File: src/rtl/psfu_pkg.sv
// shared types, codes and series tables for the power series function unit
// no dependencies; used via scoped names by all modules but the checker
`default_nettype none

package psfu_pkg;

  localparam int OP_W   = 40;
  localparam int VAL_W  = 48;
  localparam int KIND_W = 3;
  localparam int STAT_W = 2;
  localparam int MAG_W  = 64;
  localparam int DIV_W  = 10;
  localparam int N_W    = 5;
  localparam int ACC_W  = 65;

  typedef logic [KIND_W-1:0] kind_t;
  typedef logic [STAT_W-1:0] stat_code_t;

  localparam kind_t KIND_SIN  = 3'd0;
  localparam kind_t KIND_COS  = 3'd1;
  localparam kind_t KIND_EXP  = 3'd2;
  localparam kind_t KIND_LN   = 3'd3;
  localparam kind_t KIND_ATAN = 3'd4;

  localparam stat_code_t ST_OK  = 2'd0;
  localparam stat_code_t ST_DOM = 2'd1;
  localparam stat_code_t ST_SAT = 2'd2;

  localparam logic [MAG_W-1:0] GUARD_T = 64'd1 << 58;
  localparam logic signed [ACC_W-1:0] GUARD_S = 65'sd1 <<< 62;

  typedef enum logic [3:0] {
    S_IDLE, S_DECODE, S_LNDIV, S_SQGO, S_SQ, S_TERM,
    S_MUL, S_DIV, S_ADD, S_NEXT, S_DONE
  } state_t;

  typedef struct packed {
    logic load;
    logic init;
    logic ln_step;
    logic ln_fin;
    logic sq_start;
    logic sq_save;
    logic t0_start;
    logic tm_start;
    logic mul_take;
    logic set_ovf;
    logic add;
    logic out_load;
  } cmd_t;

  typedef struct packed {
    logic special;
    logic is_ln;
    logic is_exp;
    logic ln_done;
    logic mul_done;
    logic mul_guard;
    logic div_done;
    logic n_zero;
    logic fin;
  } stat_t;

  // divisor applied to term n
  function automatic logic [DIV_W-1:0] div_of(input kind_t kind, input logic [N_W-1:0] n);
    logic [DIV_W-1:0] n2;
    logic [DIV_W-1:0] d;
    n2 = DIV_W'(n) << 1;
    if (n == '0) begin
      d = DIV_W'(1);
    end else begin
      case (kind)
        KIND_SIN: d = DIV_W'(n2 * (n2 + DIV_W'(1)));
        KIND_COS: d = DIV_W'((n2 - DIV_W'(1)) * n2);
        KIND_EXP: d = DIV_W'(n);
        default:  d = n2 + DIV_W'(1);
      endcase
    end
    return d;
  endfunction

  function automatic logic last_of(input kind_t kind, input logic [N_W-1:0] n);
    logic l;
    case (kind)
      KIND_SIN, KIND_COS: l = (n == N_W'(11));
      KIND_EXP:           l = (n == N_W'(14));
      KIND_LN:            l = (n == N_W'(24));
      default:            l = (n == N_W'(19));
    endcase
    return l;
  endfunction

  function automatic logic term_neg(input kind_t kind, input logic neg,
                                    input logic lnneg, input logic odd);
    logic s;
    case (kind)
      KIND_SIN, KIND_ATAN: s = neg ^ odd;
      KIND_COS:            s = odd;
      KIND_EXP:            s = neg & odd;
      default:             s = lnneg;
    endcase
    return s;
  endfunction

endpackage

`default_nettype wire

File: src/rtl/psfu_ctrl.sv
// sequencer: runs decode, ln pre-division, squaring, term loop and output
// depends on psfu_pkg
`default_nettype none

module psfu_ctrl (
  input  wire logic             clk,
  input  wire logic             rst_n,
  input  wire logic             in_tvalid,
  output logic                  in_tready,
  output logic                  out_tvalid,
  input  wire logic             out_tready,
  input  wire psfu_pkg::stat_t  stat,
  output psfu_pkg::cmd_t        cmd
);

  psfu_pkg::state_t state_r, state_nxt;
  logic             out_valid_r, out_valid_nxt;

  always_comb begin
    state_nxt = state_r;
    case (state_r)
      psfu_pkg::S_IDLE:   if (in_tvalid) state_nxt = psfu_pkg::S_DECODE;
      psfu_pkg::S_DECODE: begin
        if (stat.special)     state_nxt = psfu_pkg::S_DONE;
        else if (stat.is_ln)  state_nxt = psfu_pkg::S_LNDIV;
        else if (stat.is_exp) state_nxt = psfu_pkg::S_TERM;
        else                  state_nxt = psfu_pkg::S_SQGO;
      end
      psfu_pkg::S_LNDIV:  if (stat.ln_done) state_nxt = psfu_pkg::S_SQGO;
      psfu_pkg::S_SQGO:   state_nxt = psfu_pkg::S_SQ;
      psfu_pkg::S_SQ:     if (stat.mul_done) state_nxt = psfu_pkg::S_TERM;
      psfu_pkg::S_TERM:   state_nxt = stat.n_zero ? psfu_pkg::S_DIV : psfu_pkg::S_MUL;
      psfu_pkg::S_MUL: begin
        if (stat.mul_done) begin
          state_nxt = stat.mul_guard ? psfu_pkg::S_DONE : psfu_pkg::S_DIV;
        end
      end
      psfu_pkg::S_DIV:    if (stat.div_done) state_nxt = psfu_pkg::S_ADD;
      psfu_pkg::S_ADD:    state_nxt = psfu_pkg::S_NEXT;
      psfu_pkg::S_NEXT:   state_nxt = stat.fin ? psfu_pkg::S_DONE : psfu_pkg::S_TERM;
      psfu_pkg::S_DONE:   if (!out_valid_r || out_tready) state_nxt = psfu_pkg::S_IDLE;
      default:            state_nxt = psfu_pkg::S_IDLE;
    endcase
  end

  always_comb begin
    cmd = '0;
    case (state_r)
      psfu_pkg::S_IDLE:   cmd.load = in_tvalid;
      psfu_pkg::S_DECODE: cmd.init = 1'b1;
      psfu_pkg::S_LNDIV: begin
        cmd.ln_step = !stat.ln_done;
        cmd.ln_fin  = stat.ln_done;
      end
      psfu_pkg::S_SQGO:   cmd.sq_start = 1'b1;
      psfu_pkg::S_SQ:     cmd.sq_save = stat.mul_done;
      psfu_pkg::S_TERM: begin
        cmd.t0_start = stat.n_zero;
        cmd.tm_start = !stat.n_zero;
      end
      psfu_pkg::S_MUL: begin
        cmd.mul_take = stat.mul_done && !stat.mul_guard;
        cmd.set_ovf  = stat.mul_done && stat.mul_guard;
      end
      psfu_pkg::S_ADD:    cmd.add = 1'b1;
      psfu_pkg::S_DONE:   cmd.out_load = !out_valid_r || out_tready;
      default:            cmd = '0;
    endcase
  end

  always_comb begin
    out_valid_nxt = out_valid_r;
    if (cmd.out_load) begin
      out_valid_nxt = 1'b1;
    end else if (out_tready) begin
      out_valid_nxt = 1'b0;
    end
  end

  always_ff @(posedge clk) begin
    if (!rst_n) begin
      state_r     <= psfu_pkg::S_IDLE;
      out_valid_r <= 1'b0;
    end else begin
      state_r     <= state_nxt;
      out_valid_r <= out_valid_nxt;
    end
  end

  assign in_tready  = state_r == psfu_pkg::S_IDLE;
  assign out_tvalid = out_valid_r;

endmodule

`default_nettype wire

File: config.mk
export PLATFORM = sky130hd
export DESIGN_NAME = psfu_ctrl
export DESIGN_NICKNAME = d
export VERILOG_FILES = /design/src/rtl/psfu_pkg.sv /design/src/rtl/psfu_ctrl.sv
export SDC_FILE = /design/constraint.sdc
export NUM_CORES = 1
export LEC_CHECK = 0
export BUFFER_PORTS_ARGS = -buffer_cell sky130_fd_sc_hd__buf_2
export CORE_MARGIN = 2
export CORE_UTILIZATION = 46
export DETAILED_ROUTE_END_ITERATION = 16
export GPL_TIMING_DRIVEN = 0
export HOLD_SLACK_MARGIN = 0.1
export PLACE_DENSITY = 0.8
export SETUP_SLACK_MARGIN = 0.3
export SYNTH_ARGS = -nofsm -noshare
export SYNTH_HDL_FRONTEND = slang
export SYNTH_SLANG_ARGS = --single-unit
File: constraint.sdc
create_clock -name clk -period 1.7 [get_ports clk]
set_input_delay 0.17 -clock clk [delete_from_list [all_inputs] [get_ports clk]]
set_output_delay 0.17 -clock clk [all_outputs]
set_load 0.01 [all_outputs]
==> results of run 1 <==
==> where the power goes <==
group / internal [mW] / total, mW / switching [mW]
combinational: 0.822 / 1.64 / 0.819
clock: 0.0900 / 0.158 / 0.0680
sequential: 0.164 / 0.198 / 0.0338
total: 1.08 / 2.00 / 0.920
==> registers in the layout (all words and copies together), names as in the netlist <==
signal and cells:
out_tvalid 1, state_r 4
==> routing by layer <==
layer  global-route usage [%]  wire length (um)  vias up
met1                     33.9              1200      438
li1                         -                 -      408
met5                        0                 0        -
met3                     3.26               363       24
met2                     52.0              1470       92
met4                     10.8               174        0
==> Yosys cell counts, types with 2 or more instances <==
master / instances
dfxtp_1: 5
nand2b_1: 7
a21oi_1: 6
buf_4: 5
nor3_1: 5
nor4_1: 2
nand2_1: 2
buf_6: 2
a31oi_1: 3
inv_1: 4
o21a_1: 2
o32ai_1: 2
nor2b_1: 2
nor3_2: 2
buf_2: 2
nor2_1: 7
==> final cells by class <==
| class | count | area [sq um] | share of cell area (%) |
|---|---|---|---|
| Sequential cell | 5 | 108 | 9.51 |
| Clock buffer | 4 | 26.3 | 2.32 |
| Multi-Input combinational cell | 64 | 549 | 48.6 |
| Inverter | 4 | 15.0 | 1.33 |
| Buffer | 9 | 105 | 9.29 |
| Timing Repair Buffer | 48 | 309 | 27.3 |
| Tap cell | 15 | 18.8 | 1.66 |
==> worst paths after layout <==
check	from	endpoint	slack, ps	cells past startpoint
worst max-delay path	state_r[1]$_SDFFE_PN0P_	cmd[11]	40	6
worst min-delay path	rst_n	state_r[3]$_SDFFE_PN0P_	250	3
worst max register to register	state_r[1]$_SDFFE_PN0P_	state_r[0]$_SDFFE_PN0P_	150	7
worst min register to register	out_tvalid$_SDFFE_PN0P_	out_tvalid$_SDFFE_PN0P_	770	3
==> critical path, stage by stage, from the launching register on <==
cell	delay, ps
dfxtp_2	310
buf_6	120
or2_1	220
buf_6	140
nor3_4	140
and2_1	170
buf_2	130
==> logic make-up after synthesis <==
family	after synthesis
multiplexers	1
AND/OR/NAND/NOR	40
AO/OA/AOI/OAI	23
buffers and inverters	13
flip-flops	5
==> through the flow <==
| stage | util (%) | setup slack (ps) | power, mW | cell area [sq um] | std cells |
|---|---|---|---|---|---|
| finish | 88.0 | 43.3 | 2.00 | 1130 | 149 |
| global route | 88.0 | 15.3 | 2.06 | 1130 | 149 |
| floorplan | - | 362 | 0.853 | 632 | 82 |
| CTS | 77.3 | 92.5 | 1.58 | 993 | 142 |
| detailed placement | 60.8 | 344 | 1.05 | 781 | 123 |
| global placement | 60.8 | 379 | 1.04 | 781 | 123 |
==> timing repair <==
action,4_1_cts,5_1_grt
pin swaps,9,13
gates resized for setup,19,20
buffers inserted,15,7
endpoints found under the setup margin,12,17
==> impl_results.md, run 1 <==
* Post-synthesis simple-gate area fraction at between 40% and 50%
* DRC at 0
* Post-synth EDFFs at 0
* F_max at between 600 and 700 MHz
* Gp weighted congestion at approximately 0.85
* Distinct cell type count after synthesis at 40
* WS Path Type: register to output port
* Hold Violations, Final at 0
* PwrDens at around 1800 nW/um^2
* Die Wd at between 40 and 50 um
* Via count at approximately 960
* First-pass DRT Iterations at 4
* Post-DP HPWL at approximately 1200 um
* Mapped Cells at just over 80
* H-Tree Level Count at 1
* CTS sink cnt at 5
* PortBufs at 26
* CP Capture Type: output port
* Register area share after synthesis at between 15 and 20%
* Initial antenna violation count at 0
* Largest family of logic cells by synthesized area: simple AND/OR/NAND/NOR gates
* Avg Vias per Cell at about 6.5
* Synth Register Bits at 5
* Post-synthesis compound-gate area fraction at approximately 29%
* Ranking of synthesized cells by area: dfxtp_1 (16%), nand2b_1 (6.9%), buf_4 (5.9%)
* Core area at 1280 sq um
* Synth top area share at 15.8%
* Vias in the first global route at about 680
* Worst-Margin Slew at around 500 ps
* Top_reg_cell synth: dfxtp_1
* Worst clock skew at approximately 7.6 ps
* Remaining antenna violation count at 0
* CP arrival at between 1000 and 1500 ps
* Startpoint types: register
* Proportion of layout cells with a drive suffix above 1 at about 65%
* Peak supply drop at roughly 1000 uV
* Synth area leader: dfxtp_1
* Most common cell after layout, fill and taps aside: buf_2
* DR WL/cell at approximately 22 um
* WP data required at 1530 ps
* Final setup fails at 0
* LEAKAGE at ~0.51 nW
* Fin crit period at between 1500 and 2000 ps
* GRT Total Usage at between 20 and 30%
* Clock buffer count from CTS at 3
* Row count at 13
* Synthesis-to-layout area growth at 79.0%
* Worst hold slack at between 200 and 250 ps
* Fin. max-slew vios at 0
* Initial Util at between 40% and 50%
* Hold Path Class: input port to register
* Setup tns final at 0 ps
* RSZ-0062 raised after global routing: true
* Global-route wire length before repair at between 3000 and 4000 um
* Run status: completed
* Crit-path max FO at 4
* CTS tree: built
* N_diodes at 0
* DR iter-0 viols at between 50 and 60
* XOR/XNOR Fraction of Synth Area at 0%
* Chip height at 41.1 um
* Largest net degree at the start of global routing at 11
* Synth warn at 0
* Hold Buf Count CTS at 0
* DRT Wirelength at between 3000 and 4000 um
* Post-layout nets at ~150
* Clock Latency Late Sink at around 270 ps
* Syn_nets at 95
* Synthesized area at about 630 sq um
* CTS Buffer Depth at 2
* Final Cycle Share at between 90% and 100%
* Clk root buf: clkbuf_4
* Slew margin rel. at around two thirds
* Clk pin slew, worst setup/hold paths at about 50 ps
* Fill cells at a little over 60
* MaxCap Viol Count at 0
* Post-Synth Adder-Cell Area at 0%
* Die area at 1690 sq um
* Async S/R FF share, synth at 0%
* Mux contribution to synthesized area at under 10%
* Grt total ovfl at 0
* Syn_area_per_cell at roughly 7.7 sq um
* Highest-count cells in the layout ignoring fill and taps: buf_2 (25), buf_4 (22), buf_6 (7), nor2_1 (5)
* Ports at 27
(Power assumes the default switching activity.)
==> inputs of run 2 (changes only) <==
--- a/config.mk
+++ b/config.mk
@@ -7,12 +7,14 @@
 export LEC_CHECK = 0
 export BUFFER_PORTS_ARGS = -buffer_cell sky130_fd_sc_hd__buf_2
 export CORE_MARGIN = 2
-export CORE_UTILIZATION = 46
+export CORE_UTILIZATION = 48
+export CTS_BUF_LIST = sky130_fd_sc_hd__clkbuf_4
 export DETAILED_ROUTE_END_ITERATION = 16
 export GPL_TIMING_DRIVEN = 0
 export HOLD_SLACK_MARGIN = 0.1
-export PLACE_DENSITY = 0.8
+export PLACE_DENSITY = 0.82
 export SETUP_SLACK_MARGIN = 0.3
+export SKIP_LAST_GASP = 1
 export SYNTH_ARGS = -nofsm -noshare
 export SYNTH_HDL_FRONTEND = slang
 export SYNTH_SLANG_ARGS = --single-unit
==> run 2 against run 1 <==
Sequential power barely moved. Wire length fell by 16%. Core utilization shrank 2.4 points. Sequential share of layout area rose by 0.16 points. Critical endpoint unchanged.
==> impl_results.md, run 2 (synthesis gave the netlist of run 1 again) <==
* Clk root buf: clkbuf_4
* Grt total ovfl at 0
* Startpoint types: register
* CP Capture Type: output port
* GRT Max-Usage Layer: met2
* Highest-count cells in the layout ignoring fill and taps: buf_2 (25), buf_4 (18), buf_6 (7), nor2_1 (5)
* DRC at 0
* Cell-internal power at 1.07 mW
* H-Tree Level Count at 1
* WS Path Type: register to output port
* LEAKAGE at between 0.4 and 0.5 nW
* Met1 Usage GRT at about 31%
* Clk pwr share at under 10%
* Final setup fails at 0
* Ports at 27
* Worst clock skew at between 5 and 6 ps
* Final Cycle Share at a little over nine tenths
* First-pass DRT Iterations at 4
* Slew margin rel. at 71.2%
* CTS sink cnt at 5
* Run status: completed
* Fin crit period at between 1500 and 2000 ps
* Met2 Use GR at between 40% and 50%
* Core area at 1270 sq um
* Proportion of layout cells with a drive suffix above 1 at 62.8%
* Clock buffer count from CTS at 3
* Vias in the first global route at between 600 and 700
* GRT Total Usage at a little over a quarter
* Via count at 900
* Post-route core utilization at 85.6%
* Remaining antenna violation count at 0
* Setup tns final at 0 ps
* Peak supply drop at about 1100 uV
* Largest register FFs at 4
* Fill cells at 71
* Hold Path Class: input port to register
* Overall power consumption at ~1.9 mW
* F_max at 625 MHz
* RSZ-0062 raised after global routing: true
* Fin. max-slew vios at 0
* CP arrival at 1430 ps
* Largest net degree at the start of global routing at 11
* Die area at between 1500 and 2000 sq um
* Die Wd at 40.3 um
* CTS Buffer Depth at 2
* Sw Share at about 45%
* Clk pin slew, worst setup/hold paths at approximately 40 ps
* Flop pwr share at 10.1%
* Initial Util at between 40% and 50%
* DR iter-0 viols at 55
* Hold Violations, Final at 0
* Combinational Power Share at about four fifths
* Synthesis-to-layout area growth at 71.9%
* Avg Vias per Cell at roughly 6.3
* Worst-Margin Slew at ~430 ps
* MaxCap Viol Count at 0
* CTS tree: built
* DR WL/cell at around 19 um
* NetSw at about 0.87 mW
* GRT met3 Usage at approximately 6.7%
* Gp weighted congestion at 0.901
* Post-DP HPWL at about 1200 um
* Chip height at just over 40 um
* Hold Buf Count CTS at 0
* Post-layout nets at between 100 and 150
* PwrDens at approximately 1800 nW/um^2
* N_diodes at 0
* PortBufs at 26
* Largest reg by FF count: state_r
* Crit-path max FO at 7
* DRT Wirelength at between 2000 and 3000 um
* Global-route wire length before repair at about 2800 um
* Initial antenna violation count at 0
* Row count at 13
* Most common cell after layout, fill and taps aside: buf_2
* WP data required at around 1500 ps
* Clock Latency Late Sink at roughly 250 ps
-- run 2: worst paths after layout --
path / startpoint / to / slack, ps / cells past startpoint
max: state_r[3]$_SDFFE_PN0P_ / cmd[11] / 100 / 5
min: rst_n / out_tvalid$_SDFFE_PN0P_ / 230 / 3
max reg2reg: state_r[0]$_SDFFE_PN0P_ / state_r[2]$_SDFFE_PN0P_ / 220 / 6
min reg2reg: out_tvalid$_SDFFE_PN0P_ / out_tvalid$_SDFFE_PN0P_ / 700 / 3
-- run 2: area by class of cell --
| cell class | count | area (sq um) | area share, % |
|---|---|---|---|
| Multi-Input combinational cell | 64 | 548 | 50.5 |
| Timing Repair Buffer | 43 | 268 | 24.7 |
| Sequential cell | 5 | 105 | 9.68 |
| Buffer | 9 | 101 | 9.33 |
| Clock buffer | 4 | 30.0 | 2.76 |
| Tap cell | 15 | 18.8 | 1.73 |
| Inverter | 4 | 15.0 | 1.38 |
-- run 2: power groups by stage --
stage	clock, mW	combinational, mW	sequential (mW)
after floorplan	0	0.675	0.177
after global placement	0	0.854	0.183
after detailed placement	0	0.875	0.185
after CTS	0.158	1.16	0.188
after global routing	0.164	1.65	0.200
final	0.158	1.58	0.195
-- run 2: stage by stage --
step                std cells  cell area, sq um  setup slack (ps)  hold WS [ps]
floorplan                  82               632               362           353
detailed placement        123               781               341           468
global route              144              1090              62.8           270
CTS                       137               942               148           226
finish                    144              1090               101           227
global placement          123               781               383           472
-- run 2: what timing repair did --
item                                    CTS  global route
buffers inserted                         10             7
gates resized for setup                  14            19
endpoints found under the setup margin   11            16
pin swaps                                 5             8
-- run 2: routing by layer --
layer | part of all wire [%] | vias to the layer above
met1 | 33 | 404
met5 | 0 | -
met2 | 51 | 78
met3 | 9.1 | 22
met4 | 5.9 | 0
li1 | - | 396
-- run 2: worst max-delay path, stage by stage, from the launching register on --
cell,delay [ps]
dfxtp_4,380
or2_1,250
buf_6,140
nor3_4,140
and2_1,150
buf_2,120
==> inputs of run 3 (changes only) <==
--- a/config.mk
+++ b/config.mk
@@ -6,10 +6,10 @@
 export NUM_CORES = 1
 export LEC_CHECK = 0
 export BUFFER_PORTS_ARGS = -buffer_cell sky130_fd_sc_hd__buf_2
-export CORE_MARGIN = 2
-export CORE_UTILIZATION = 48
+export CORE_AREA = 5 5 42 44
 export CTS_BUF_LIST = sky130_fd_sc_hd__clkbuf_4
 export DETAILED_ROUTE_END_ITERATION = 16
+export DIE_AREA = 0 0 47 49
 export GPL_TIMING_DRIVEN = 0
 export HOLD_SLACK_MARGIN = 0.1
 export PLACE_DENSITY = 0.82
==> constraint.sdc (replaced) <==
create_clock -name clk -period 1.9 [get_ports clk]
set_input_delay 0.19 -clock clk [delete_from_list [all_inputs] [get_ports clk]]
set_output_delay 0.19 -clock clk [all_outputs]
set_load 0.01 [all_outputs]
==> run 3 against run 2 <==
Non-clock buffer count shrank 15. Register-to-register slack gained 190 ps. Flip-flop and latch count is the same. Clock power shrank 11%. Critical endpoint unchanged.
==> impl_results.md, run 3 (synthesis gave the netlist of run 1 again) <==
* Run status: completed
* DR iter-0 viols at 25
* Gp weighted congestion at between 0.8 and 0.9
* Worst Setup SP: state_r[1]$_SDFFE_PN0P_
* Pre-CTS WS at approximately 520 ps
* Post-layout nets at approximately 130
* Cell mode on critical path: buf_6
* Initial Util at 45.1%
* CTS sink cnt at 5
* Worst clock skew at about 4.6 ps
* WS Path Type: register to output port
* Crit path cell chain: buf_6, or2_1, buf_6, nor3_4, and2_1, buf_2
* Avg Vias per Cell at around 5.7
* GRT Total Usage at between 10% and 20%
* Flop pwr share at between 10% and 20%
* Fin. max-slew vios at 0
* Largest stage delay, worst path at 300 ps
* DRC at 0
* Peak supply drop at between 700 and 800 uV
* Vias in the first global route at roughly 700
* Core area at approximately 1400 sq um
* Cell-internal power at approximately 0.66 mW
* Worst-Margin Slew at roughly 280 ps
* RR Startpoint: state_r[1]$_SDFFE_PN0P_
* Most common cell after layout, fill and taps aside: buf_2
* CTS Buffer Depth at 2
* F_max at 637 MHz
* Combinational Power Share at about three quarters
* Crit-path max FO at 7
* Fin crit period at 1570 ps
* Hold Violations, Final at 0
* Worst R2R End: state_r[2]$_SDFFE_PN0P_
* Slew margin rel. at 80.9%
* DRT Wirelength at between 1500 and 2000 um
* Initial antenna violation count at 0
* Setup tns final at 0 ps
* PortBufs at 26
* RSZ-0062 raised after global routing: true
* LEAKAGE at about 0.38 nW
* Chip height at about 49 um
* Startpoint types: register
* R2R Setup Slk at roughly 410 ps
* Fill cells at 148
* First-pass DRT Iterations at 4
* PwrDens at 1410 nW/um^2
* N_diodes at 0
* Die area at between 2000 and 2500 sq um
* Row count at 14
* NetSw at approximately 0.58 mW
* DR WL/cell at between 10 and 15 um
* Hold Buf Count CTS at 0
* Worst path slowest cell: dfxtp_1
* Final Cycle Share at between 80% and 90%
* Clock buffer count from CTS at 3
* Synthesis-to-layout area growth at 39.0%
* Clk root buf: clkbuf_4
* MaxCap Viol Count at 0
* Clock Latency Late Sink at about 250 ps
* Post-DP HPWL at roughly 1300 um
* Worst setup path end: cmd[11]
* Hold Path Class: input port to register
* Remaining antenna violation count at 0
* CTS tree: built
* Setup ws final at approximately 330 ps
* Ports at 27
* Largest reg by FF count: state_r
* Clk pwr share at 11.4%
* Number of cells on the worst reg-to-reg path at 6
* H-Tree Level Count at 1
* Proportion of layout cells with a drive suffix above 1 at 48.2%
* Grt total ovfl at 0
* Final setup fails at 0
* Highest-count cells in the layout ignoring fill and taps: buf_2 (27), nand2b_1 (7), nor2_1 (6), a21oi_1 (6), buf_4 (5)
* Largest register FFs at 4
* CP arrival at about 1400 ps
* WP data required at 1710 ps
* CP Capture Type: output port
* Largest net degree at the start of global routing at 11
* Via count at 746
* Sw Share at a little under half
* Global-route wire length before repair at 2970 um
* Clk pin slew, worst setup/hold paths at around 50 ps
* Die Wd at between 40 and 50 um
-- run 3: cell types whose count changed in the layout (fill, tap and decap cells not counted), sizes merged --
| cell | previous run | this run |
|---|---|---|
| buf | 52 | 37 |
-- run 3: worst max-delay path: cells and delay by family, from the launching register on --
family	cells	cell delay (ps)
AND/OR/NAND/NOR	3	460
buffers and inverters	3	370
flip-flops	1	300
-- run 3: metal layers --
layer | track usage [%] | wire, um | vias to the layer above
li1 | - | - | 367
met1 | 20.7 | 716 | 335
met2 | 28.1 | 929 | 38
met3 | 7.01 | 137 | 6
met4 | 1.38 | 33 | 0
met5 | 0 | 0 | -
-- run 3: how the worst min path moves through the flow --
stage,from,endpoint,cells past startpoint
after floorplan,rst_n,out_tvalid$_SDFFE_PN0P_,2
after detailed placement,rst_n,out_tvalid$_SDFFE_PN0P_,3
after global routing,rst_n,out_tvalid$_SDFFE_PN0P_,3
after global placement,rst_n,out_tvalid$_SDFFE_PN0P_,3
final,rst_n,out_tvalid$_SDFFE_PN0P_,3
after CTS,rst_n,out_tvalid$_SDFFE_PN0P_,3
-- run 3: cell type report --
class / count / area [sq um] / area share, %
sequential: 5 / 101 / 11.5
buffer: 9 / 80.1 / 9.12
inverter: 4 / 15.0 / 1.71
tap: 16 / 20.0 / 2.28
timing repair buffer: 28 / 158 / 17.9
clock buffer: 4 / 30.0 / 3.42
multi-input combinational: 64 / 474 / 54.0
-- run 3: repair_timing --
action	4_1_cts	5_1_grt
gates cloned	0	0
setup buffers	1	1
pin swaps	2	0
hold endpoints to repair	0	0
setup endpoints to repair	1	10
resized for setup	2	9
-- run 3: power groups by stage --
stage / clock, mW / combinational (mW) / sequential (mW)
finish: 0.141 / 0.931 / 0.164
global route: 0.162 / 1.01 / 0.166
CTS: 0.148 / 0.867 / 0.162
detailed placement: 0 / 0.788 / 0.164
global placement: 0 / 0.767 / 0.163
floorplan: 0 / 0.604 / 0.159
-- run 3: stage by stage --
step / std cells / area, sq um / power [mW] / utilization [%] / hold WS, ps
2_1_floorplan: 82 / 632 / 0.763 / - / 373
3_3_place_gp: 124 / 782 / 0.930 / 55.8 / 484
5_1_grt: 130 / 878 / 1.34 / 62.7 / 262
6_report: 130 / 878 / 1.24 / 62.7 / 234
4_1_cts: 129 / 842 / 1.18 / 60.1 / 230
3_5_place_dp: 124 / 782 / 0.952 / 55.8 / 486
